==> src/sv/rau_pkg.sv <==
// shared types, operation codes and defaults for the rational arithmetic unit
package rau_pkg;

    // default width of one fraction term
    localparam int TERM_WIDTH_DEF = 32;

    // operation codes
    localparam int REQ_TYPE_W = 3;
    typedef logic [REQ_TYPE_W-1:0] t_req_type;
    localparam t_req_type OP_ADD      = 3'd0;
    localparam t_req_type OP_SUBTRACT = 3'd1;
    localparam t_req_type OP_MULTIPLY = 3'd2;
    localparam t_req_type OP_DIVIDE   = 3'd3;
    localparam t_req_type OP_REDUCE   = 3'd4;

    // cross products held by the datapath
    localparam int NUM_PROD = 4;
    typedef logic [$clog2(NUM_PROD)-1:0] t_prod_idx;
    localparam t_prod_idx PROD_P = 2'd0;  // num_a * den_b
    localparam t_prod_idx PROD_Q = 2'd1;  // num_b * den_a
    localparam t_prod_idx PROD_S = 2'd2;  // den_a * den_b
    localparam t_prod_idx PROD_T = 2'd3;  // num_a * num_b, or den_a * num_b for divide

    // half-width partial products per full product
    localparam int MUL_STEPS = 4;

    // controller states
    typedef enum logic [2:0] {
        S_IDLE,
        S_MUL,
        S_GCD,
        S_DIV,
        S_FINISH
    } t_state;

    // controller to datapath commands
    typedef struct packed {
        logic      load;
        t_prod_idx mul_idx;
        logic      mul_hi_a;
        logic      mul_hi_b;
        logic      mul_clr;
        logic      mul_acc;
        logic      mul_store;
        logic      gcd_step;
        logic      div_init;
        logic      div_step;
        logic      res_load;
    } t_dp_cmd;

    // datapath to controller status
    typedef struct packed {
        logic op_reduce;
        logic gcd_done;
        logic gcd_zero;
    } t_dp_status;

endpackage

==> src/sv/rau_req_if.sv <==
// request channel: operation and the two input fractions
interface rau_req_if #(
    parameter int TERM_WIDTH = rau_pkg::TERM_WIDTH_DEF
) ();
    logic                         valid;
    logic                         ready;
    rau_pkg::t_req_type           req_type;
    logic signed [TERM_WIDTH-1:0] num_a;
    logic signed [TERM_WIDTH-1:0] den_a;
    logic signed [TERM_WIDTH-1:0] num_b;
    logic signed [TERM_WIDTH-1:0] den_b;

    modport source (
        output valid, req_type, num_a, den_a, num_b, den_b,
        input  ready
    );
    modport sink (
        input  valid, req_type, num_a, den_a, num_b, den_b,
        output ready
    );
endinterface

==> src/sv/rau_rsp_if.sv <==
// response channel: result fraction, flags and comparison of A with B
interface rau_rsp_if #(
    parameter int TERM_WIDTH = rau_pkg::TERM_WIDTH_DEF
) ();
    logic                         valid;
    logic                         ready;
    logic signed [TERM_WIDTH-1:0] num_out;
    logic signed [TERM_WIDTH-1:0] den_out;
    logic                         overflow;
    logic                         undefined;
    logic                         a_less;
    logic                         a_equal;
    logic                         a_greater;

    modport source (
        output valid, num_out, den_out, overflow, undefined, a_less, a_equal, a_greater,
        input  ready
    );
    modport sink (
        input  valid, num_out, den_out, overflow, undefined, a_less, a_equal, a_greater,
        output ready
    );
endinterface

==> src/sv/rational_arithmetic_unit.sv <==
// top level of the rational arithmetic unit: controller and datapath
//
//   channel   direction  handshake              payload
//   i_req     in         i_req.valid/ready      req_type, num_a, den_a, num_b, den_b
//   o_rsp     out        o_rsp.valid/ready      num_out, den_out, overflow, undefined,
//                                               a_less, a_equal, a_greater
//
// one transaction at a time; add, subtract, multiply and divide each form four cross products,
// each from four half-width partial products. reduce adds the binary gcd, whose steps run
// alongside the products and go on after them until the gcd is found, and TERM_WIDTH quotient
// steps, one per term bit; a zero gcd skips the quotient steps.
// a finished result waits in the output register while the next request is accepted; a
// second result waits in the controller, and no request is taken until the register frees.
// reset is synchronous, active low, and clears the controller and output valid.
module rational_arithmetic_unit #(
    parameter int TERM_WIDTH = rau_pkg::TERM_WIDTH_DEF
) (
    input  logic      i_clk,
    input  logic      i_rst_n,
    rau_req_if.sink   i_req,
    rau_rsp_if.source o_rsp
);
    rau_pkg::t_dp_cmd    cmd;
    rau_pkg::t_dp_status status;

    // sequencing
    rau_ctrl #(
        .TERM_WIDTH(TERM_WIDTH)
    ) u_ctrl (
        .i_clk       (i_clk),
        .i_rst_n     (i_rst_n),
        .i_in_valid  (i_req.valid),
        .o_in_ready  (i_req.ready),
        .o_out_valid (o_rsp.valid),
        .i_out_ready (o_rsp.ready),
        .i_status    (status),
        .o_cmd       (cmd)
    );

    // arithmetic
    rau_dpath #(
        .TERM_WIDTH(TERM_WIDTH)
    ) u_dpath (
        .i_clk       (i_clk),
        .i_cmd       (cmd),
        .i_req_type  (i_req.req_type),
        .i_num_a     (i_req.num_a),
        .i_den_a     (i_req.den_a),
        .i_num_b     (i_req.num_b),
        .i_den_b     (i_req.den_b),
        .o_status    (status),
        .o_num_out   (o_rsp.num_out),
        .o_den_out   (o_rsp.den_out),
        .o_overflow  (o_rsp.overflow),
        .o_undefined (o_rsp.undefined),
        .o_a_less    (o_rsp.a_less),
        .o_a_equal   (o_rsp.a_equal),
        .o_a_greater (o_rsp.a_greater)
    );
endmodule

==> src/sv/rau_ctrl.sv <==
// controller: sequences products, gcd, quotient steps and the result register
module rau_ctrl #(
    parameter int TERM_WIDTH = rau_pkg::TERM_WIDTH_DEF
) (
    input  logic                i_clk,
    input  logic                i_rst_n,
    input  logic                i_in_valid,
    output logic                o_in_ready,
    output logic                o_out_valid,
    input  logic                i_out_ready,
    input  rau_pkg::t_dp_status i_status,
    output rau_pkg::t_dp_cmd    o_cmd
);
    localparam int CNT_W = $clog2(TERM_WIDTH);

    rau_pkg::t_state    r_state, n_state;
    logic [CNT_W-1:0]   r_cnt, n_cnt;
    rau_pkg::t_prod_idx r_midx, n_midx;
    logic               r_out_valid, n_out_valid;

    // state registers
    always_ff @(posedge i_clk) begin
        if (!i_rst_n) begin
            r_state     <= rau_pkg::S_IDLE;
            r_cnt       <= '0;
            r_midx      <= '0;
            r_out_valid <= 1'b0;
        end else begin
            r_state     <= n_state;
            r_cnt       <= n_cnt;
            r_midx      <= n_midx;
            r_out_valid <= n_out_valid;
        end
    end

    // next state and commands
    always_comb begin
        n_state        = r_state;
        n_cnt          = r_cnt;
        n_midx         = r_midx;
        o_in_ready     = 1'b0;
        o_cmd          = '0;
        o_cmd.mul_idx  = r_midx;
        o_cmd.mul_hi_a = r_cnt[0];
        o_cmd.mul_hi_b = r_cnt[1];
        unique case (r_state)
            rau_pkg::S_IDLE: begin
                o_in_ready = 1'b1;
                if (i_in_valid) begin
                    o_cmd.load = 1'b1;
                    n_cnt      = '0;
                    n_midx     = '0;
                    n_state    = rau_pkg::S_MUL;
                end
            end
            rau_pkg::S_MUL: begin
                // gcd runs alongside the products
                o_cmd.gcd_step = 1'b1;
                o_cmd.mul_clr  = (r_cnt == '0);
                o_cmd.mul_acc  = (r_cnt != '0);
                if (r_cnt == CNT_W'(rau_pkg::MUL_STEPS)) begin
                    o_cmd.mul_store = 1'b1;
                    n_cnt           = '0;
                    n_midx          = r_midx + 1'b1;
                    if (r_midx == rau_pkg::PROD_T) begin
                        n_state = i_status.op_reduce ? rau_pkg::S_GCD : rau_pkg::S_FINISH;
                    end
                end else begin
                    n_cnt = r_cnt + 1'b1;
                end
            end
            rau_pkg::S_GCD: begin
                o_cmd.gcd_step = 1'b1;
                if (i_status.gcd_done) begin
                    o_cmd.div_init = 1'b1;
                    n_cnt          = '0;
                    n_state        = i_status.gcd_zero ? rau_pkg::S_FINISH : rau_pkg::S_DIV;
                end
            end
            rau_pkg::S_DIV: begin
                o_cmd.div_step = 1'b1;
                n_cnt          = r_cnt + 1'b1;
                if (r_cnt == CNT_W'(TERM_WIDTH - 1)) begin
                    n_state = rau_pkg::S_FINISH;
                end
            end
            rau_pkg::S_FINISH: begin
                if (!r_out_valid || i_out_ready) begin
                    o_cmd.res_load = 1'b1;
                    n_state        = rau_pkg::S_IDLE;
                end
            end
            default: n_state = rau_pkg::S_IDLE;
        endcase
    end

    // result register occupancy
    always_comb begin
        n_out_valid = o_cmd.res_load | (r_out_valid & ~i_out_ready);
    end

    assign o_out_valid = r_out_valid;

    // a pending result is never overwritten
    a_no_overwrite: assert property (@(posedge i_clk) disable iff (!i_rst_n)
        o_cmd.res_load |-> (!r_out_valid || i_out_ready))
        else $error("result register overwritten");

    // quotient phase ends after the step for the last term bit
    a_div_length: assert property (@(posedge i_clk) disable iff (!i_rst_n)
        (r_state == rau_pkg::S_DIV && r_cnt == CNT_W'(TERM_WIDTH - 1))
        |=> (r_state == rau_pkg::S_FINISH))
        else $error("divide phase length wrong");

    // a fresh transaction always starts at the first product
    a_mul_start: assert property (@(posedge i_clk) disable iff (!i_rst_n)
        o_cmd.load |=> (r_state == rau_pkg::S_MUL && r_cnt == '0 && r_midx == rau_pkg::PROD_P))
        else $error("product sequence did not restart");

    // loading a result leaves it visible and the controller ready
    a_result_shown: assert property (@(posedge i_clk) disable iff (!i_rst_n)
        o_cmd.res_load |=> (o_out_valid && o_in_ready))
        else $error("result not presented after load");
endmodule

==> src/sv/rau_dpath.sv <==
// datapath: operand registers, split multiplier, binary gcd, dividers, result register
module rau_dpath #(
    parameter int TERM_WIDTH = rau_pkg::TERM_WIDTH_DEF
) (
    input  logic                         i_clk,
    input  rau_pkg::t_dp_cmd             i_cmd,
    input  rau_pkg::t_req_type           i_req_type,
    input  logic signed [TERM_WIDTH-1:0] i_num_a,
    input  logic signed [TERM_WIDTH-1:0] i_den_a,
    input  logic signed [TERM_WIDTH-1:0] i_num_b,
    input  logic signed [TERM_WIDTH-1:0] i_den_b,
    output rau_pkg::t_dp_status          o_status,
    output logic signed [TERM_WIDTH-1:0] o_num_out,
    output logic signed [TERM_WIDTH-1:0] o_den_out,
    output logic                         o_overflow,
    output logic                         o_undefined,
    output logic                         o_a_less,
    output logic                         o_a_equal,
    output logic                         o_a_greater
);
    localparam int W  = TERM_WIDTH;
    localparam int H  = (W + 1) / 2;
    localparam int HH = 2 * H;
    localparam int WW = 2 * W;
    localparam int KW = $clog2(W);

    // operand registers
    rau_pkg::t_req_type r_req_type;
    logic [W-1:0] r_num_a, r_den_a, r_num_b, r_den_b;
    logic [W-1:0] r_mag_na, r_mag_da, r_mag_nb, r_mag_db;
    logic [W-1:0] mag_na_n, mag_da_n;

    assign mag_na_n = i_num_a[W-1] ? -i_num_a : i_num_a;
    assign mag_da_n = i_den_a[W-1] ? -i_den_a : i_den_a;

    always_ff @(posedge i_clk) begin
        if (i_cmd.load) begin
            r_req_type <= i_req_type;
            r_num_a    <= i_num_a;
            r_den_a    <= i_den_a;
            r_num_b    <= i_num_b;
            r_den_b    <= i_den_b;
            r_mag_na   <= mag_na_n;
            r_mag_da   <= mag_da_n;
            r_mag_nb   <= i_num_b[W-1] ? -i_num_b : i_num_b;
            r_mag_db   <= i_den_b[W-1] ? -i_den_b : i_den_b;
        end
    end

    // multiplier operand selection
    logic [W-1:0] mul_a, mul_b;
    logic         mul_neg;

    always_comb begin
        mul_a   = r_mag_na;
        mul_b   = r_mag_db;
        mul_neg = r_num_a[W-1] ^ r_den_b[W-1];
        case (i_cmd.mul_idx)
            rau_pkg::PROD_P: begin
                mul_a   = r_mag_na;
                mul_b   = r_mag_db;
                mul_neg = r_num_a[W-1] ^ r_den_b[W-1];
            end
            rau_pkg::PROD_Q: begin
                mul_a   = r_mag_nb;
                mul_b   = r_mag_da;
                mul_neg = r_num_b[W-1] ^ r_den_a[W-1];
            end
            rau_pkg::PROD_S: begin
                mul_a   = r_mag_da;
                mul_b   = r_mag_db;
                mul_neg = r_den_a[W-1] ^ r_den_b[W-1];
            end
            default: begin
                if (r_req_type == rau_pkg::OP_DIVIDE) begin
                    mul_a   = r_mag_da;
                    mul_neg = r_den_a[W-1] ^ r_num_b[W-1];
                end else begin
                    mul_a   = r_mag_na;
                    mul_neg = r_num_a[W-1] ^ r_num_b[W-1];
                end
                mul_b = r_mag_nb;
            end
        endcase
    end

    // half-width partial product, registered before accumulation
    logic [H-1:0]  half_a, half_b;
    logic [HH-1:0] r_pp;
    logic [1:0]    r_pp_sh;
    logic          r_pp_neg;

    assign half_a = i_cmd.mul_hi_a ? H'(mul_a[W-1:H]) : mul_a[H-1:0];
    assign half_b = i_cmd.mul_hi_b ? H'(mul_b[W-1:H]) : mul_b[H-1:0];

    always_ff @(posedge i_clk) begin
        r_pp     <= HH'(half_a) * HH'(half_b);
        r_pp_sh  <= {i_cmd.mul_hi_a & i_cmd.mul_hi_b, i_cmd.mul_hi_a ^ i_cmd.mul_hi_b};
        r_pp_neg <= mul_neg;
    end

    // signed accumulation of shifted partial products
    logic [WW-1:0] r_acc, pp_ext, pp_shifted, acc_n;
    logic signed [WW-1:0] r_prod [rau_pkg::NUM_PROD];

    assign pp_ext     = WW'(r_pp);
    assign pp_shifted = r_pp_sh[1] ? (pp_ext << (2 * H)) :
                        r_pp_sh[0] ? (pp_ext << H) : pp_ext;
    assign acc_n      = r_pp_neg ? (r_acc - pp_shifted) : (r_acc + pp_shifted);

    always_ff @(posedge i_clk) begin
        if (i_cmd.mul_clr) begin
            r_acc <= '0;
        end else if (i_cmd.mul_acc) begin
            r_acc <= acc_n;
        end
        if (i_cmd.mul_store) begin
            r_prod[i_cmd.mul_idx] <= acc_n;
        end
    end

    // binary gcd of the magnitudes of A
    logic [W-1:0]  r_u, r_v, gcd_val;
    logic [KW-1:0] r_k;
    logic          gcd_done;

    assign gcd_done = (r_u == '0) || (r_v == '0);
    assign gcd_val  = (r_u | r_v) << r_k;

    always_ff @(posedge i_clk) begin
        if (i_cmd.load) begin
            r_u <= mag_na_n;
            r_v <= mag_da_n;
            r_k <= '0;
        end else if (i_cmd.gcd_step && !gcd_done) begin
            if (!r_u[0] && !r_v[0]) begin
                r_u <= r_u >> 1;
                r_v <= r_v >> 1;
                r_k <= r_k + 1'b1;
            end else if (!r_u[0]) begin
                r_u <= r_u >> 1;
            end else if (!r_v[0]) begin
                r_v <= r_v >> 1;
            end else if (r_u > r_v) begin
                r_u <= r_v;
                r_v <= r_u - r_v;
            end else begin
                r_v <= r_v - r_u;
            end
        end
    end

    assign o_status.op_reduce = (r_req_type == rau_pkg::OP_REDUCE);
    assign o_status.gcd_done  = gcd_done;
    assign o_status.gcd_zero  = (r_u == '0) && (r_v == '0);

    // restoring dividers for both terms, one quotient bit per cycle
    logic [W-1:0] r_dvs, r_qa, r_qb, r_ra, r_rb;
    logic [W:0]   dvs_ext, trial_a, trial_b, diff_a, diff_b;
    logic         take_a, take_b;

    assign dvs_ext = {1'b0, r_dvs};
    assign trial_a = {r_ra, r_qa[W-1]};
    assign trial_b = {r_rb, r_qb[W-1]};
    assign diff_a  = trial_a - dvs_ext;
    assign diff_b  = trial_b - dvs_ext;
    assign take_a  = (trial_a >= dvs_ext);
    assign take_b  = (trial_b >= dvs_ext);

    always_ff @(posedge i_clk) begin
        if (i_cmd.div_init) begin
            r_dvs <= gcd_val;
            r_qa  <= r_mag_na;
            r_qb  <= r_mag_da;
            r_ra  <= '0;
            r_rb  <= '0;
        end else if (i_cmd.div_step) begin
            r_ra <= take_a ? diff_a[W-1:0] : trial_a[W-1:0];
            r_rb <= take_b ? diff_b[W-1:0] : trial_b[W-1:0];
            r_qa <= {r_qa[W-2:0], take_a};
            r_qb <= {r_qb[W-2:0], take_b};
        end
    end

    // result selection
    logic signed [WW-1:0] prod_p, prod_q, prod_s, prod_t;
    logic signed [WW:0]   sum_pq;
    logic                 red_neg, flip, less_n, equal_n;
    logic [W-1:0]         num_n, den_n;
    logic                 ovf_n, undef_n;

    assign prod_p  = r_prod[rau_pkg::PROD_P];
    assign prod_q  = r_prod[rau_pkg::PROD_Q];
    assign prod_s  = r_prod[rau_pkg::PROD_S];
    assign prod_t  = r_prod[rau_pkg::PROD_T];
    assign sum_pq  = (r_req_type == rau_pkg::OP_SUBTRACT) ?
                     ({prod_p[WW-1], prod_p} - {prod_q[WW-1], prod_q}) :
                     ({prod_p[WW-1], prod_p} + {prod_q[WW-1], prod_q});
    assign red_neg = r_num_a[W-1] ^ r_den_a[W-1];
    assign flip    = r_den_a[W-1] ^ r_den_b[W-1];
    assign equal_n = (prod_p == prod_q);
    assign less_n  = flip ? (prod_q < prod_p) : (prod_p < prod_q);

    always_comb begin
        case (r_req_type) inside
            rau_pkg::OP_ADD, rau_pkg::OP_SUBTRACT: begin
                num_n   = sum_pq[W-1:0];
                den_n   = prod_s[W-1:0];
                ovf_n   = !((&sum_pq[WW:W-1]) || !(|sum_pq[WW:W-1])) ||
                          !((&prod_s[WW-1:W-1]) || !(|prod_s[WW-1:W-1]));
                undef_n = (prod_s == '0);
            end
            rau_pkg::OP_MULTIPLY: begin
                num_n   = prod_t[W-1:0];
                den_n   = prod_s[W-1:0];
                ovf_n   = !((&prod_t[WW-1:W-1]) || !(|prod_t[WW-1:W-1])) ||
                          !((&prod_s[WW-1:W-1]) || !(|prod_s[WW-1:W-1]));
                undef_n = (prod_s == '0);
            end
            rau_pkg::OP_DIVIDE: begin
                num_n   = prod_p[W-1:0];
                den_n   = prod_t[W-1:0];
                ovf_n   = !((&prod_p[WW-1:W-1]) || !(|prod_p[WW-1:W-1])) ||
                          !((&prod_t[WW-1:W-1]) || !(|prod_t[WW-1:W-1]));
                undef_n = (prod_t == '0);
            end
            rau_pkg::OP_REDUCE: begin
                // quotients are magnitudes; only +2^(W-1) fails to fit
                num_n   = red_neg ? -r_qa : r_qa;
                den_n   = r_qb;
                ovf_n   = (r_qa[W-1] && !red_neg) || r_qb[W-1];
                undef_n = (r_qb == '0);
            end
            default: begin
                num_n   = r_num_a;
                den_n   = r_den_a;
                ovf_n   = 1'b0;
                undef_n = (r_den_a == '0);
            end
        endcase
    end

    // result register
    always_ff @(posedge i_clk) begin
        if (i_cmd.res_load) begin
            o_num_out   <= num_n;
            o_den_out   <= den_n;
            o_overflow  <= ovf_n;
            o_undefined <= undef_n;
            o_a_less    <= less_n;
            o_a_equal   <= equal_n;
            o_a_greater <= !less_n && !equal_n;
        end
    end

    // a nonzero gcd term u never collapses to zero
    a_gcd_nonzero: assert property (@(posedge i_clk)
        (i_cmd.gcd_step && !i_cmd.load && r_u != '0) |=> (r_u != '0))
        else $error("gcd term became zero");

    // partial remainders stay below the divisor
    a_rem_bound: assert property (@(posedge i_clk)
        i_cmd.div_step |=> ((r_ra < r_dvs) && (r_rb < r_dvs)))
        else $error("divider remainder out of range");

    // the divisor is the nonzero gcd whenever division is started
    a_dvs_nonzero: assert property (@(posedge i_clk)
        (i_cmd.div_init && !o_status.gcd_zero) |=> (r_dvs != '0))
        else $error("zero divisor loaded");
endmodule
==> src/flat_wrapper.sv <==
// flat-port wrapper written by rule: the top's interface ports become plain ports
module rational_arithmetic_unit_flat 
#(
    parameter int TERM_WIDTH = rau_pkg::TERM_WIDTH_DEF
)
  (i_clk, i_rst_n, i_req_valid, i_req_req_type, i_req_num_a, i_req_den_a, i_req_num_b, i_req_den_b, i_req_ready, o_rsp_valid, o_rsp_num_out, o_rsp_den_out, o_rsp_overflow, o_rsp_undefined, o_rsp_a_less, o_rsp_a_equal, o_rsp_a_greater, o_rsp_ready);
  rau_req_if #(.TERM_WIDTH(TERM_WIDTH)) i_req_i ();
  rau_rsp_if #(.TERM_WIDTH(TERM_WIDTH)) o_rsp_i ();
  input  logic i_clk;
  input  logic i_rst_n;
  input wire logic [$bits(i_req_i.valid)-1:0] i_req_valid;
  input wire logic [$bits(i_req_i.req_type)-1:0] i_req_req_type;
  input wire logic [$bits(i_req_i.num_a)-1:0] i_req_num_a;
  input wire logic [$bits(i_req_i.den_a)-1:0] i_req_den_a;
  input wire logic [$bits(i_req_i.num_b)-1:0] i_req_num_b;
  input wire logic [$bits(i_req_i.den_b)-1:0] i_req_den_b;
  output wire logic [$bits(i_req_i.ready)-1:0] i_req_ready;
  output wire logic [$bits(o_rsp_i.valid)-1:0] o_rsp_valid;
  output wire logic [$bits(o_rsp_i.num_out)-1:0] o_rsp_num_out;
  output wire logic [$bits(o_rsp_i.den_out)-1:0] o_rsp_den_out;
  output wire logic [$bits(o_rsp_i.overflow)-1:0] o_rsp_overflow;
  output wire logic [$bits(o_rsp_i.undefined)-1:0] o_rsp_undefined;
  output wire logic [$bits(o_rsp_i.a_less)-1:0] o_rsp_a_less;
  output wire logic [$bits(o_rsp_i.a_equal)-1:0] o_rsp_a_equal;
  output wire logic [$bits(o_rsp_i.a_greater)-1:0] o_rsp_a_greater;
  input wire logic [$bits(o_rsp_i.ready)-1:0] o_rsp_ready;
  assign i_req_i.valid = i_req_valid;
  assign i_req_i.req_type = i_req_req_type;
  assign i_req_i.num_a = i_req_num_a;
  assign i_req_i.den_a = i_req_den_a;
  assign i_req_i.num_b = i_req_num_b;
  assign i_req_i.den_b = i_req_den_b;
  assign i_req_ready = i_req_i.ready;
  assign o_rsp_valid = o_rsp_i.valid;
  assign o_rsp_num_out = o_rsp_i.num_out;
  assign o_rsp_den_out = o_rsp_i.den_out;
  assign o_rsp_overflow = o_rsp_i.overflow;
  assign o_rsp_undefined = o_rsp_i.undefined;
  assign o_rsp_a_less = o_rsp_i.a_less;
  assign o_rsp_a_equal = o_rsp_i.a_equal;
  assign o_rsp_a_greater = o_rsp_i.a_greater;
  assign o_rsp_i.ready = o_rsp_ready;
  rational_arithmetic_unit #(.TERM_WIDTH(TERM_WIDTH)) u_core (.i_clk(i_clk), .i_rst_n(i_rst_n), .i_req(i_req_i), .o_rsp(o_rsp_i));
endmodule
==> config.mk <==
export PLATFORM = sky130hd
export DESIGN_NAME = rational_arithmetic_unit_flat
export DESIGN_NICKNAME = d
export VERILOG_FILES = /design/src/sv/rau_pkg.sv /design/src/sv/rau_req_if.sv /design/src/sv/rau_rsp_if.sv /design/src/sv/rational_arithmetic_unit.sv /design/src/sv/rau_ctrl.sv /design/src/sv/rau_dpath.sv /design/src/flat_wrapper.sv
export SDC_FILE = /design/constraint.sdc
export NUM_CORES = 2
export LEC_CHECK = 0
export ABC_AREA = 1
export ABC_CLOCK_PERIOD_IN_PS = 11500
export BUFFER_PORTS_ARGS = -buffer_cell sky130_fd_sc_hd__buf_2
export CAP_MARGIN = 20
export CORE_MARGIN = 5
export CORE_UTILIZATION = 40
export CTS_BUF_LIST = sky130_fd_sc_hd__clkbuf_8
export CTS_CLUSTER_DIAMETER = 120
export CTS_CLUSTER_SIZE = 40
export DETAILED_ROUTE_END_ITERATION = 8
export PLACE_DENSITY_LB_ADDON = 0.3
export SYNTH_ARGS = -nofsm -noshare
export SYNTH_HDL_FRONTEND = slang
export SYNTH_HIERARCHICAL = 1
export SYNTH_SLANG_ARGS = --single-unit
==> constraint.sdc <==
create_clock -name i_clk -period 11.5 [get_ports i_clk]
set_input_delay 0 -clock i_clk [delete_from_list [all_inputs] [get_ports i_clk]]
set_output_delay 0 -clock i_clk [all_outputs]
set_load 0.1 [all_outputs]
# [Word level (Yosys, flattened, before mapping)]
# Memory sizes are Yosys's and may differ from the RTL's.
# Index checks and enable logic that the tools add are counted.
[classes] add_sub_neg=16 multipliers=1 order_cmp=5 n_eq_ne=22 shift=1 n_mux=80 bitwise_logic=11 reduce_logical=63
[ops] op="32-bit two-way mux" count=30
[ops] op="32-bit negation" count=5
[ops] op="32-bit logical NOT" count=4
[ops] op="64-bit logical NOT" count=2
[ops] op="64-bit less-than comparator" count=2
[ops] op="64-bit two-way mux" count=2
[ops] op="32-bit subtractor" count=4
[ops] op="33-bit AND reduction" count=3
[ops] op="33-bit OR reduction" count=3
[ops] op="32-bit case mux with 3 select lines" count=1
[ops] op="33-bit by 32-bit >= comparator with 1-bit output" count=2
[ops] op="64-bit by 64-bit adder with 65-bit output" count=1
[ops] op="65-bit two-way mux" count=1
[ops] op="64-bit by 64-bit subtractor with 65-bit output" count=1
[ops] op="64-bit adder" count=1
[ops] op="64-bit equality test" count=1
[ops] op="32-bit case mux with 2 select lines" count=1
[ops] op="64-bit subtractor" count=1
[ops] op="31-bit two-way mux" count=2
[ops] op="48-bit two-way mux" count=1
[ops] op="34-bit AND reduction" count=1
[ops] op="34-bit OR reduction" count=1
[ops] op="32-bit greater-than comparator" count=1
[ops] op="16-bit by 16-bit multiplier with 32-bit output" count=1
[ops] op="other kinds (40)" count=127
[word_totals] regBits=667 mem_bits_rw=256 in_bits=135 out_inout_bits=71 elab_cells=235 n_memories=1
[mem_list] memory="u_core.u_dpath.r_prod" words=4 word_bits=64 read_ports=4 rd_clocked_by_memory_dff=0 write_ports=1 line_no="rau_dpath.sv:104" text="logic signed [WW-1:0] r_prod [rau_pkg::NUM_PROD];"

# [Logic depth before layout (Yosys ltp)]
# An unclocked memory read counts as a cell.
[depth] depth_word=9 mapped_depth=37 ltp_nobuf=35

# [Modules after synthesis]
# The synthesis kept the hierarchy.
[modules_own_cells] mod="rau_dpath" n_inst=1 cells_each=10149 area_each_um2=72716.0 seq_area_each_um2=23782.8
[modules_own_cells] mod="rau_ctrl" n_inst=1 cells_each=127 area_each_um2=763.2 seq_area_each_um2=220.2

# [Worst setup path before layout]
# OpenSTA, ideal clock, no wires.
[synth_path] path_kind="register -> register" startpoint="reg u_core.u_ctrl.r_state[2]" endpoint="reg u_core.u_dpath.r_u[10], enable pin" setup_ps=438 arrival_ps=12142 t_required_ps=11062 setup_slack_ps=-1080 path_stages_with_launch=7 path_buffers=1 synth_period_minus_slack_ps=12580 path_cell_list="dfxtp_1 nor2_1 nand2_1 nor2_1 inv_1 clkbuf_1 a31oi_1"
[synth_rtl] item="start, declared" line_no="rau_ctrl.sv:16" text="rau_pkg::t_state r_state, n_state;"
[synth_rtl] item="start signal, assigned" line_no="rau_ctrl.sv:24" text="r_state <= rau_pkg::S_IDLE;"
[synth_rtl] item="start signal, assigned" line_no="rau_ctrl.sv:29" text="r_state <= n_state;"
[synth_rtl] item="end signal, assigned" line_no="rau_dpath.sv:132" text="r_u <= mag_na_n;"
[synth_rtl] item="end signal, assigned" line_no="rau_dpath.sv:137" text="r_u <= r_u >> 1;"
[synth_rtl] item="end signal, assigned" line_no="rau_dpath.sv:141" text="r_u <= r_u >> 1;"
[synth_rtl] item="end, declared" line_no="rau_dpath.sv:123" text="logic [W-1:0] r_u, r_v, gcd_val;"

# [Worst setup path after layout]
[layout_path] startpoint="reg u_core.u_dpath.r_req_type[2]" endpoint="reg u_core.u_dpath.r_pp[31]"
[layout_via] elab_chain_cells=5
[layout_rtl] item="start, declared" line_no="rau_dpath.sv:28" text="rau_pkg::t_req_type r_req_type;"
[layout_rtl] item="start signal, assigned" line_no="rau_dpath.sv:38" text="r_req_type <= i_req_type;"
[layout_rtl] item="3-bit by 2-bit equality test with 1-bit output" line_no="rau_dpath.sv:75" text="if (r_req_type == rau_pkg::OP_DIVIDE) begin"
[layout_rtl] item="32-bit two-way mux" line_no="rau_dpath.sv:75"
[layout_rtl] item="32-bit case mux with 3 select lines" line_no="rau_dpath.sv:58" text="case (i_cmd.mul_idx)"
[layout_rtl] item="16-bit two-way mux" line_no="rau_dpath.sv:93" text="assign half_a = i_cmd.mul_hi_a ? H'(mul_a[W-1:H]) : mul_a[H-1:0];"
[layout_rtl] item="16-bit by 16-bit multiplier with 32-bit output" line_no="rau_dpath.sv:97" text="r_pp <= HH'(half_a) * HH'(half_b);"
[layout_rtl] item="end signal, assigned" line_no="rau_dpath.sv:97"
[layout_rtl] item="end, declared" line_no="rau_dpath.sv:89" text="logic [HH-1:0] r_pp;"
# No other way between the ends.
# A chain may end at the register's enable or synchronous reset.

==> run summary <==
Unrepaired setup endpoints after global routing: no
Most used DFF post-synth: sky130_fd_sc_hd__edfxtp_1
Number of remaining DRC errors: 0
Total Routed Length: 291900 um
Critical setup path kind: flop to flop
Crit path largest cell delay: 0.69 ns
Minimum hold slack: 0.04468 ns
Nets@finish: 11.32k
Layout-stage area growth over the synthesis result: 9.626%
Slew HR: 0.2325
Distinct cell type count of the synthesized netlist: 71
Critical-path cell with the highest stage delay: sky130_fd_sc_hd__or3_1
DRT antenna net count: 0
Register bit total from synthesis: 859
Last weighted congestion value of the routability-driven placer: 0.9969
Worst min-delay path class: input pin to flop
Delay-heaviest family, CP: adder cells
Kind of start point of the critical path: flop
Post-synthesis cell area: 73480 um2
Top cell type's share of synthesized area: 0.2779
# H-tree levels: 2
Synthesized instance count: 10.28k
Leading cell types by total area after synthesis: sky130_fd_sc_hd__edfxtp_1 28%, sky130_fd_sc_hd__nand2_1 14%, sky130_fd_sc_hd__inv_1 9.1%
Average footprint of a synthesized cell: 7.151 um2
Number of global-route vias before repair: 66.31k
Required time of the critical path: 12.15 ns
Worst EP arrival: 9.11 ns
EDFF count, synth: 680
Count of cells resized by post-cts repair: 0
Wire length of the first global-routing pass: 426300 um
Post-synthesis async set-or-reset flop share: 0
Clock sink count: 859
Leading cell type in the layout, fill and taps excluded: sky130_fd_sc_hd__nand2_1
Hold violation count in the final report: 0
Area of the die: 192400 um2
GRT overflow: 0
Number of buffers between clock root and the deepest sink: 3
Initial cell density of the core: 0.4018
Buffer and inverter count on the worst path: 8
Std cell rows: 157
Total CTS buffers: 34
Number of inserted filler cells in the final layout: 18.80k
Worst slew pin tran: 1.143 ns
Routed vias/inst: 5.406
Iteration-0 DRC Markers: 8082
Syn_nets: 11.08k
Clock skew: 0.1331 ns
Drt pass-1 iters: 6
Number of maximum-capacitance violations: 0
Total GRT Usage: 0.2940
Number of slew-limit violations in the final report: 0
Clock Root Buffer: sky130_fd_sc_hd__clkbuf_8
Run status: finished clean
Detail Placement HPWL: 239600 um
Floorplan die height: 438.6 um
Number of I/O pins: 206
Post-DP Area: 76930 um2
Synth Warn #: 6
CTS clock-pin slew for the worst setup and hold paths: 0.23 ns
Worst-skew pair later-pin latency: 0.86 ns
Largest net degree at the start of global routing: 213
Final number of setup-violating endpoints: 0
Antenna violations before repair: 23
Finished layout cell area: 80550 um2
Core footprint: 182900 um2
Layout cells sized above 1: 0.03956
TritonCTS clock tree: yes
Area leader, netlist: sky130_fd_sc_hd__edfxtp_1
Timing-limited maximum frequency: 118.3 MHz
Horizontal die dimension: 438.6 um
Minimum period implied by the final worst setup slack: 8.456 ns
Total via count after detailed routing: 70.39k
Fin crit share: 0.7353
Kind of capture point of the worst setup path: flop
Portion of the post-synthesis area used by sequential elements: 0.3267
Number of buffer cells added on primary ports: 205
Highest-count cells in the layout ignoring fill and taps: 2658 x sky130_fd_sc_hd__nand2_1, 1787 x sky130_fd_sc_hd__inv_1, 1010 x sky130_fd_sc_hd__nor2_1
Max FO, Critical Path: 28
Avg WL per Cell: 22.42 um
Total Negative Setup Slacks: 0 ns
## synthesized netlist by cell type (9+ instances only)
master,number
sky130_fd_sc_hd__edfxtp_1,680
sky130_fd_sc_hd__a21oi_1,591
sky130_fd_sc_hd__buf_2,39
sky130_fd_sc_hd__o221ai_1,39
sky130_fd_sc_hd__a21boi_0,16
sky130_fd_sc_hd__xor2_1,288
sky130_fd_sc_hd__o21ai_1,23
sky130_fd_sc_hd__nor3_1,102
sky130_fd_sc_hd__nand3b_1,43
sky130_fd_sc_hd__o2111ai_1,9
sky130_fd_sc_hd__inv_2,10
sky130_fd_sc_hd__o21a_1,19
sky130_fd_sc_hd__mux2i_1,29
sky130_fd_sc_hd__nand4_1,98
sky130_fd_sc_hd__nand3_1,347
sky130_fd_sc_hd__dfxtp_1,179
sky130_fd_sc_hd__a211oi_1,12
sky130_fd_sc_hd__ha_1,467
sky130_fd_sc_hd__inv_1,1785
sky130_fd_sc_hd__fa_1,201
sky130_fd_sc_hd__o21bai_1,35
sky130_fd_sc_hd__o31ai_1,13
sky130_fd_sc_hd__o21ai_0,805
sky130_fd_sc_hd__a21o_1,19
sky130_fd_sc_hd__nand2_1,2660
sky130_fd_sc_hd__o22ai_1,24
sky130_fd_sc_hd__clkbuf_1,274
sky130_fd_sc_hd__buf_1,17
sky130_fd_sc_hd__nor4_1,87
sky130_fd_sc_hd__xnor2_1,123
sky130_fd_sc_hd__or3_1,10
sky130_fd_sc_hd__nor2_1,1020
sky130_fd_sc_hd__or2_2,29
sky130_fd_sc_hd__o211ai_1,32
sky130_fd_sc_hd__a31oi_1,58
## layout make-up
cell class              count  area, um2  share of cell area
multi-input cells        7284      41570              0.5161
flip-flops and latches    859      24000              0.2980
inverters                1798       6749             0.08378
repair buffers            540       4258             0.05286
well taps                2464       3083             0.03827
clock buffers              35      481.7            0.005980
clock inverters            25      365.4            0.004536
diodes                     15      37.54           0.0004660
## kinds of logic (layout without fill, tap and decap cells)
group	after synthesis	after routing	share of synthesized area
compound gates	1744	1744	0.1303
xor+xnor	411	411	0.04899
fa+ha+maj	668	668	0.1343
buf+inv	2133	2398	0.1099
flops	859	859	0.3267
mux	29	29	0.003951
other cells	0	15	0
simple gates	4432	4432	0.2459
## stage by stage
step	std cells	utilization	setup WS, ns
after floorplan	10276	-	2.547
after global placement	12671	0.4205	3.309
after detailed placement	12672	0.4207	3.286
after CTS	13004	0.4402	3.135
after global routing	13011	0.4403	2.349
final	13020	0.4405	3.044
## state kept, by name (all words and copies together), names as in the netlist, 32 cells and up
register / flops
u_core/u_dpath/r_u: 32
u_core/u_dpath/r_ra: 32
u_core/u_dpath/r_qb: 32
u_core/u_dpath/r_prod: 256
u_core/u_dpath/r_num_a: 32
u_core/u_dpath/o_den_out: 32
u_core/u_dpath/r_rb: 32
u_core/u_dpath/r_dvs: 32
u_core/u_dpath/o_num_out: 32
u_core/u_dpath/r_acc: 64
u_core/u_dpath/r_den_a: 32
u_core/u_dpath/r_v: 32
u_core/u_dpath/r_pp: 32
u_core/u_dpath/r_qa: 32
## what timing repair did
action | CTS | global route
endpoints found under the hold margin | 270 | 0
hold buffers | 272 | 0
setup buffers | 0 | 0
## per-layer routing
layer | global-route usage | wire [um]
met5 | 0 | 47
met4 | 0.1134 | 13460
met3 | 0.04453 | 24600
met2 | 0.4658 | 128400
met1 | 0.4054 | 125400
## worst paths after layout
path / startpoint / end / slack, ns / depth (start not counted)
worst min-delay path: i_req_den_a[26] / u_core/u_dpath/r_den_a[26] / 0.04 / 2
worst max register to register: u_core/u_dpath/r_req_type[2] / u_core/u_dpath/r_pp[31] / 3.04 / 33
worst max-delay path: u_core/u_dpath/r_req_type[2] / u_core/u_dpath/r_pp[31] / 3.04 / 33
worst min register to register: u_core/u_dpath/r_ra[28] / u_core/u_dpath/r_ra[28] / 0.48 / 2
Power is left out: the tool's default activity adds up to more than one toggle a clock period on the data nets, which glitch-free logic cannot reach.
